**src/sv/bme_pkg.sv**
```systemverilog
package bme_pkg;

  localparam int unsigned QueueDepthDefault = 2;
  localparam logic [5:0]  GroupsPerLineReset = 6'd19;

  localparam logic [7:0] CharPad = 8'h3D;  // '='
  localparam logic [7:0] CharCr  = 8'h0D;
  localparam logic [7:0] CharLf  = 8'h0A;

  typedef struct packed {
    logic [7:0] data_byte;
    logic       final_byte;
  } in_item_t;

  typedef struct packed {
    logic [7:0] out_char;
    logic       end_of_text;
  } out_item_t;

  // Characters produced by one input byte, emitted in order 0..last_idx.
  typedef struct packed {
    logic [3:0][7:0] chars;
    logic [1:0]      last_idx;
    logic            eot;
  } job_t;

  typedef enum logic [2:0] {
    PH_0 = 3'b001,
    PH_1 = 3'b010,
    PH_2 = 3'b100
  } phase_e;

  // Standard alphabet lookup.
  function automatic logic [7:0] b64_char(input logic [5:0] v);
    logic [7:0] r;
    case (v) inside
      [6'd0:6'd25]:  r = 8'h41 + {2'b00, v};
      [6'd26:6'd51]: r = 8'h61 + {2'b00, v} - 8'd26;
      [6'd52:6'd61]: r = 8'h30 + {2'b00, v} - 8'd52;
      6'd62:         r = 8'h2B;
      default:       r = 8'h2F;
    endcase
    return r;
  endfunction

endpackage

```
**src/sv/base64_mime_encoder_unit.sv**
```systemverilog
// Channel    Direction  Handshake                 Payload
// input      in         in_valid_i / in_ready_o   in_item_i  (data_byte, final_byte)
// output     out        out_valid_o / out_ready_i out_item_o (out_char, end_of_text)
// config     in         cfg_we_i (no wait)        cfg_wdata_i (groups_per_line)
//
// Each byte yields one to four characters; the output register emits one
// character per cycle while out_ready_i is high (about 4/3 characters per
// byte in steady state, plus 2 per line break).
// The front end takes one byte per cycle while the job queue has room.
// Reset clears phase, carry and line count; groups_per_line returns to 19.
// A stalled output fills the queue and then drops in_ready_o.
module base64_mime_encoder_unit import bme_pkg::*; #(
  parameter int unsigned QueueDepth = QueueDepthDefault
) (
  input  logic       clk_i,
  input  logic       rst_ni,
  input  logic       cfg_we_i,
  input  logic [5:0] cfg_wdata_i,
  input  logic       in_valid_i,
  output logic       in_ready_o,
  input  in_item_t   in_item_i,
  output logic       out_valid_o,
  input  logic       out_ready_i,
  output out_item_t  out_item_o
);

  // Front: tracks group phase, builds the character job for each byte.
  logic push;
  logic full;
  job_t job_in;
  // Back: serializes jobs one character per transaction.
  logic pop;
  logic empty;
  job_t job_out;

  bme_front u_front (
    .clk_i      (clk_i),
    .rst_ni     (rst_ni),
    .cfg_we_i   (cfg_we_i),
    .cfg_wdata_i(cfg_wdata_i),
    .in_valid_i (in_valid_i),
    .in_ready_o (in_ready_o),
    .in_item_i  (in_item_i),
    .push_o     (push),
    .job_o      (job_in),
    .full_i     (full)
  );

  // Short queue decouples byte intake from character output.
  bme_queue #(
    .Depth(QueueDepth)
  ) u_queue (
    .clk_i  (clk_i),
    .rst_ni (rst_ni),
    .push_i (push),
    .job_i  (job_in),
    .full_o (full),
    .pop_i  (pop),
    .empty_o(empty),
    .job_o  (job_out)
  );

  bme_back u_back (
    .clk_i      (clk_i),
    .rst_ni     (rst_ni),
    .empty_i    (empty),
    .job_i      (job_out),
    .pop_o      (pop),
    .out_valid_o(out_valid_o),
    .out_ready_i(out_ready_i),
    .out_item_o (out_item_o)
  );

endmodule

```
**src/sv/bme_front.sv**
```systemverilog
module bme_front import bme_pkg::*; (
  input  logic       clk_i,
  input  logic       rst_ni,
  input  logic       cfg_we_i,
  input  logic [5:0] cfg_wdata_i,
  input  logic       in_valid_i,
  output logic       in_ready_o,
  input  in_item_t   in_item_i,
  output logic       push_o,
  output job_t       job_o,
  input  logic       full_i
);

  phase_e     phase_q, phase_d;
  logic [3:0] carry_q, carry_d;
  logic [5:0] lcount_q, lcount_d;
  logic [5:0] gpl_q;
  logic [5:0] lcount_inc;
  logic       brk;
  logic [7:0] b;
  logic       last;

  assign in_ready_o = !full_i;
  assign push_o     = in_valid_i && !full_i;
  assign b          = in_item_i.data_byte;
  assign last       = in_item_i.final_byte;
  assign lcount_inc = lcount_q + 6'd1;
  assign brk        = (gpl_q != 6'd0) && (lcount_inc >= gpl_q);

  always_comb begin
    phase_d         = phase_q;
    carry_d         = carry_q;
    lcount_d        = lcount_q;
    job_o.chars     = '0;
    job_o.last_idx  = 2'd0;
    job_o.eot       = last;
    case (phase_q)
      PH_1: begin
        job_o.chars[0] = b64_char({carry_q[1:0], b[7:4]});
        carry_d        = b[3:0];
        phase_d        = PH_2;
        if (last) begin
          job_o.chars[1] = b64_char({b[3:0], 2'b00});
          job_o.chars[2] = CharPad;
          job_o.last_idx = 2'd2;
        end
      end
      PH_2: begin
        job_o.chars[0] = b64_char({carry_q, b[7:6]});
        job_o.chars[1] = b64_char(b[5:0]);
        job_o.last_idx = 2'd1;
        carry_d        = 4'd0;
        phase_d        = PH_0;
        lcount_d       = lcount_inc;
        if (brk) begin
          job_o.chars[2] = CharCr;
          job_o.chars[3] = CharLf;
          job_o.last_idx = 2'd3;
          lcount_d       = 6'd0;
        end
      end
      default: begin
        job_o.chars[0] = b64_char(b[7:2]);
        carry_d        = {2'b00, b[1:0]};
        phase_d        = PH_1;
        if (last) begin
          job_o.chars[1] = b64_char({b[1:0], 4'b0000});
          job_o.chars[2] = CharPad;
          job_o.chars[3] = CharPad;
          job_o.last_idx = 2'd3;
        end
      end
    endcase
    if (last) begin
      phase_d  = PH_0;
      carry_d  = 4'd0;
      lcount_d = 6'd0;
    end
  end

  always_ff @(posedge clk_i or negedge rst_ni) begin
    if (!rst_ni) begin
      phase_q  <= PH_0;
      carry_q  <= 4'd0;
      lcount_q <= 6'd0;
      gpl_q    <= GroupsPerLineReset;
    end else begin
      if (push_o) begin
        phase_q  <= phase_d;
        carry_q  <= carry_d;
        lcount_q <= lcount_d;
      end
      if (cfg_we_i) begin
        gpl_q <= cfg_wdata_i;
      end
    end
  end

endmodule

```
**src/sv/bme_queue.sv**
```systemverilog
module bme_queue import bme_pkg::*; #(
  parameter int unsigned Depth = QueueDepthDefault
) (
  input  logic clk_i,
  input  logic rst_ni,
  input  logic push_i,
  input  job_t job_i,
  output logic full_o,
  input  logic pop_i,
  output logic empty_o,
  output job_t job_o
);

  localparam int unsigned PtrW = (Depth > 1) ? $clog2(Depth) : 1;
  localparam int unsigned CntW = $clog2(Depth + 1);
  localparam logic [PtrW-1:0] PtrLast = PtrW'(Depth - 1);
  localparam logic [CntW-1:0] CntFull = CntW'(Depth);

  job_t            mem [Depth];
  logic [PtrW-1:0] wptr_q, rptr_q;
  logic [CntW-1:0] cnt_q;
  logic            do_push, do_pop;

  assign full_o  = (cnt_q == CntFull);
  assign empty_o = (cnt_q == '0);
  assign do_push = push_i && !full_o;
  assign do_pop  = pop_i && !empty_o;
  assign job_o   = mem[rptr_q];

  always_ff @(posedge clk_i) begin
    if (do_push) begin
      mem[wptr_q] <= job_i;
    end
  end

  always_ff @(posedge clk_i or negedge rst_ni) begin
    if (!rst_ni) begin
      wptr_q <= '0;
      rptr_q <= '0;
      cnt_q  <= '0;
    end else begin
      if (do_push) begin
        wptr_q <= (wptr_q == PtrLast) ? '0 : wptr_q + PtrW'(1);
      end
      if (do_pop) begin
        rptr_q <= (rptr_q == PtrLast) ? '0 : rptr_q + PtrW'(1);
      end
      case ({do_push, do_pop})
        2'b10:   cnt_q <= cnt_q + CntW'(1);
        2'b01:   cnt_q <= cnt_q - CntW'(1);
        default: cnt_q <= cnt_q;
      endcase
    end
  end

endmodule

```
**src/sv/bme_back.sv**
```systemverilog
module bme_back import bme_pkg::*; (
  input  logic      clk_i,
  input  logic      rst_ni,
  input  logic      empty_i,
  input  job_t      job_i,
  output logic      pop_o,
  output logic      out_valid_o,
  input  logic      out_ready_i,
  output out_item_t out_item_o
);

  logic       valid_q;
  out_item_t  item_q;
  logic [1:0] idx_q;
  logic       load;
  logic       at_end;

  assign load        = !empty_i && (!valid_q || out_ready_i);
  assign at_end      = (idx_q == job_i.last_idx);
  assign pop_o       = load && at_end;
  assign out_valid_o = valid_q;
  assign out_item_o  = item_q;

  always_ff @(posedge clk_i) begin
    if (load) begin
      item_q.out_char    <= job_i.chars[idx_q];
      item_q.end_of_text <= job_i.eot && at_end;
    end
  end

  always_ff @(posedge clk_i or negedge rst_ni) begin
    if (!rst_ni) begin
      valid_q <= 1'b0;
      idx_q   <= 2'd0;
    end else begin
      if (load) begin
        valid_q <= 1'b1;
        idx_q   <= at_end ? 2'd0 : idx_q + 2'd1;
      end else if (out_ready_i) begin
        valid_q <= 1'b0;
      end
    end
  end

endmodule
```
**config.mk**
```make
export PLATFORM = sky130hd
export DESIGN_NAME = base64_mime_encoder_unit
export DESIGN_NICKNAME = d
export VERILOG_FILES = /design/src/sv/bme_pkg.sv /design/src/sv/base64_mime_encoder_unit.sv /design/src/sv/bme_front.sv /design/src/sv/bme_queue.sv /design/src/sv/bme_back.sv
export SDC_FILE = /design/constraint.sdc
export NUM_CORES = 1
export LEC_CHECK = 0
export ABC_AREA = 1
export BUFFER_PORTS_ARGS = -buffer_cell sky130_fd_sc_hd__buf_4
export CORE_MARGIN = 5
export CORE_UTILIZATION = 50
export CTS_CLUSTER_SIZE = 12
export DETAILED_ROUTE_END_ITERATION = 10
export PLACE_DENSITY = 0.74
export SLEW_MARGIN = 20
export SYNTH_ARGS = -nofsm -noshare
export SYNTH_HDL_FRONTEND = slang
export SYNTH_SLANG_ARGS = --single-unit
```
**constraint.sdc**
```tcl
create_clock -name clk_i -period 2.9 [get_ports clk_i]
set_clock_uncertainty 0.15 [all_clocks]
set_input_delay 0.58 -clock clk_i [delete_from_list [all_inputs] [get_ports clk_i]]
set_output_delay 0.58 -clock clk_i [all_outputs]
set_load 0.005 [all_outputs]
```
==> results.sh <==
export IMPL_status="finished, final reports clean"
export IMPL_cp_data_required_time_ps=2820
export IMPL_drt_wl_total_um=16600
export IMPL_yosys_register_bits=81
export IMPL_min_from="out_ready_i"
export IMPL_fin_setup_tns_ps=0
export IMPL_rows=40
export IMPL_dp_slack_ps=43.2
export IMPL_cts_resized=0
export IMPL_diodes=0
export IMPL_port_buffers=30
export IMPL_critPathMostFrequentCell="inv_1"
export IMPL_post_place_cells=1043
export IMPL_root_buffer="clkbuf_16"
export IMPL_yosysSeqAreaShare_pct=37.2
export IMPL_clock_latency_ps=330
export IMPL_irDropWorstVdd_uv=428
export IMPL_final_area_um2=7000
export IMPL_fin_ws_ps=332
export IMPL_crit_path_start_kind="primary input"
export IMPL_grt_antenna_before_repair=0
export IMPL_rsz0062_at_grt="false"
export IMPL_clk_pin_slew_worst_paths_ps=60
export IMPL_dp_hpwl_um=12300
export IMPL_final_util_pct=58.1
export IMPL_first_pass_iters=6
export IMPL_tightest_slew_ps=553
export IMPL_num_vias=5870
export IMPL_synth_enable_flop_cells=55
export IMPL_synth_xor_area_share_pct=3.81
export IMPL_grt_pass1_wl_um=27000
export IMPL_synth_commonest_cells="216 x nand2_1, 114 x nand3_1, 100 x inv_1"
export IMPL_grt_max_degree=27
export IMPL_ys_dominant_reg_cell="edfxtp_1"
export IMPL_clkPwrFrac_pct=21.5
export IMPL_die_width_um=121
export IMPL_combPwrFrac_pct=43.8
export IMPL_synth_top_family_by_area="simple AND/OR/NAND/NOR gates"
export IMPL_synth_most_common_cell="nand2_1"
export IMPL_synth_warnings=0
export IMPL_fmax_mhz=389
export IMPL_grt_usage_pct=23.1
export IMPL_io_pins=31
export IMPL_die_y_um=121
export IMPL_cts_buffers_inserted=9
export IMPL_tritoncts="yes"
export IMPL_dieArea_um2=14700
export IMPL_wire_per_inst_um=15.6
export IMPL_cpPeakStageDelay_ps=310
export IMPL_drive_above_1_share_pct=12.1
export IMPL_rr_startpoint="u_front.carry_q[1]"
export IMPL_overflow=0
export IMPL_synthArstFlopShare_pct=32.1
export IMPL_synth_largest_area_cell="edfxtp_1"
export IMPL_drc=0
export IMPL_synthDistinctLibCells=40
export IMPL_clkSinkCount=81
export IMPL_htree_levels=3
export IMPL_p_sw_share_pct=39.4
export IMPL_path_cells="buf_4 > inv_1 > ha_1 > inv_1 > nand4_1 > nand2_1 > inv_1 > o21ai_0 > nand2_1 > inv_1 > nand2_1 > nand3_1"
export IMPL_drtAntennaViolNets=0
export IMPL_crit_slowest_cell="ha_1"
export IMPL_synthMuxAreaShare_pct=0
export IMPL_setup_violations=0
export IMPL_yosysTopAreaCellShare_pct=26.6
export IMPL_power_static_leakage_uw=0.00328
export IMPL_fin_cells=1060
export IMPL_start_util_pct=51.4
export IMPL_worstPathArrival_ps=2490
export IMPL_endpoint_kind="register"
export IMPL_synth_nets=902
export IMPL_critPathLaunch="in_item_i[5]"
export IMPL_final_max_slew_violation_count=0
export IMPL_drv_cap=0
export IMPL_synth_area_um2=6200
export IMPL_critical_path_class="in2reg"
export IMPL_synthAdderAreaFrac_pct=7.47
export IMPL_drt_vias_per_instance=5.54
export IMPL_nNetsFinal=944
export IMPL_place_area_um2=6670
export IMPL_path_max_fanout=13
export IMPL_drt_iter0_markers=631
export IMPL_synthTopCellsByArea="edfxtp_1 27%, nand2_1 13%, nand3_1 9.2%"
export IMPL_hold_path_class="in2reg"
export IMPL_core_area_um2=12100
export IMPL_netSwitchingPower_uw=2180
export IMPL_clk_path_buf_depth=2
export IMPL_hold_viol_final=0
export IMPL_relSlewSlack_pct=63.1
export IMPL_synthToLayoutAreaGrowth_pct=12.9
export IMPL_fin_crit_ps=2570
export IMPL_globalplace_congestion=0.986
export IMPL_syn_inst=845
export IMPL_grt_pass1_vias=5389
export IMPL_synth_simple_area_share_pct=31.3
export IMPL_syn_avg_cell_area_um2=7.34
export IMPL_timing_final_crit_share_pct=88.5
export IMPL_p_int_uw=3350
export IMPL_powerDensity_nw_per_um2=789
export IMPL_synth_compound_area_share_pct=10.9
export IMPL_pwr_share_seq_pct=34.7
## sequential cells by signal, indices dropped and copies added (netlist names), 2 cells and up
| name | count |
|---|---|
| u_back.idx_q | 2 |
| u_back.out_item_o | 9 |
| u_front.carry_q | 4 |
| u_front.gpl_q | 6 |
| u_front.lcount_q | 6 |
| u_front.phase_q | 3 |
| u_queue.cnt_q | 2 |
| u_queue.mem | 46 |
## critical path: cells and delay by family
kind	cells	cell delay, ps
buffers and inverters	5	850
AOI/OAI and AO/OA	1	140
and+or+nand+nor	5	590
adders and majority gates	1	310
## metal layers
layer  wire length, um  part of all wire (%)  track usage [%]  up-vias
met5                 0                     0                0        -
met4               611                   3.7             10.2        0
met3              1160                   7.0             3.73       46
met2              7500                    45             36.5      258
met1              7290                    44             31.1     2685
li1                  -                     -                -     2881
## logic make-up (layout without fill, tap and decap cells)
| group | count (synthesis) | after routing |
|---|---|---|
| adder cells (fa/ha/maj) | 37 | 37 |
| AO/OA/AOI/OAI | 120 | 120 |
| flip-flops | 81 | 81 |
| AND/OR/NAND/NOR | 446 | 446 |
| buffers and inverters | 134 | 181 |
| XOR/XNOR | 27 | 27 |
## metrics by stage
| stage | power (uW) | hold slack, ps |
|---|---|---|
| 6_report | 5530 | 277 |
| 5_1_grt | 5950 | 284 |
| 4_1_cts | 5540 | 262 |
| 3_5_place_dp | 4320 | 352 |
| 3_3_place_gp | 4290 | 342 |
| 2_1_floorplan | 3580 | 134 |
## cell type report
type / instances / area (um^2)
inverter: 107 / 407
multi-input combinational: 630 / 3320
fill: 1141 / 5060
clock buffer: 9 / 225
tap: 168 / 210
clock inverter: 7 / 95.1
timing repair buffer: 58 / 438
sequential: 81 / 2310
## final timing paths
check	slack, ps	depth (start not counted)	end
max	330	12	u_queue.mem[1][7]
min	280	2	u_back.out_valid_o
min reg2reg	360	2	u_front.gpl_q[0]
min in group asynchronous	540	2	u_front.gpl_q[2]
max in group asynchronous	1760	2	u_front.phase_q[0]
max reg2reg	460	12	u_queue.mem[1][3]
## placed cells by master (no fill, tap or decap), types with 3 or more instances in the layout
cell type	count
nand4_1	12
o211ai_1	4
buf_4	57
o22ai_1	7
edfxtp_1	55
inv_2	5
nand3_1	114
inv_1	100
clkinvlp_4	3
a21oi_1	32
nor3_1	6
a221o_1	4
o21ai_0	62
xor2_1	22
nand2_2	11
clkbuf_16	9
dfstp_2	4
xnor2_1	5
a31oi_1	3
dfrtp_1	22
nand2_1	216
nor2_2	5
ha_1	37
nand3b_1	6
nor2_1	69
## power by group through the flow
stage	combinational (uW)	clock [uW]	sequential, uW
finish	2420	1190	1920
global route	2720	1270	1950
CTS	2400	1220	1920
detailed placement	2390	0	1930
global placement	2350	0	1930
floorplan	1670	0	1900
## timing repair
| item | 4_1_cts | 5_1_grt |
|---|---|---|
| hold buffers | 1 | 0 |
| endpoints found under the hold margin | 22 | 0 |
| setup endpoints to repair | 0 | 0 |
| setup buffers | 0 | 0 |
(Power assumes the default switching activity.)
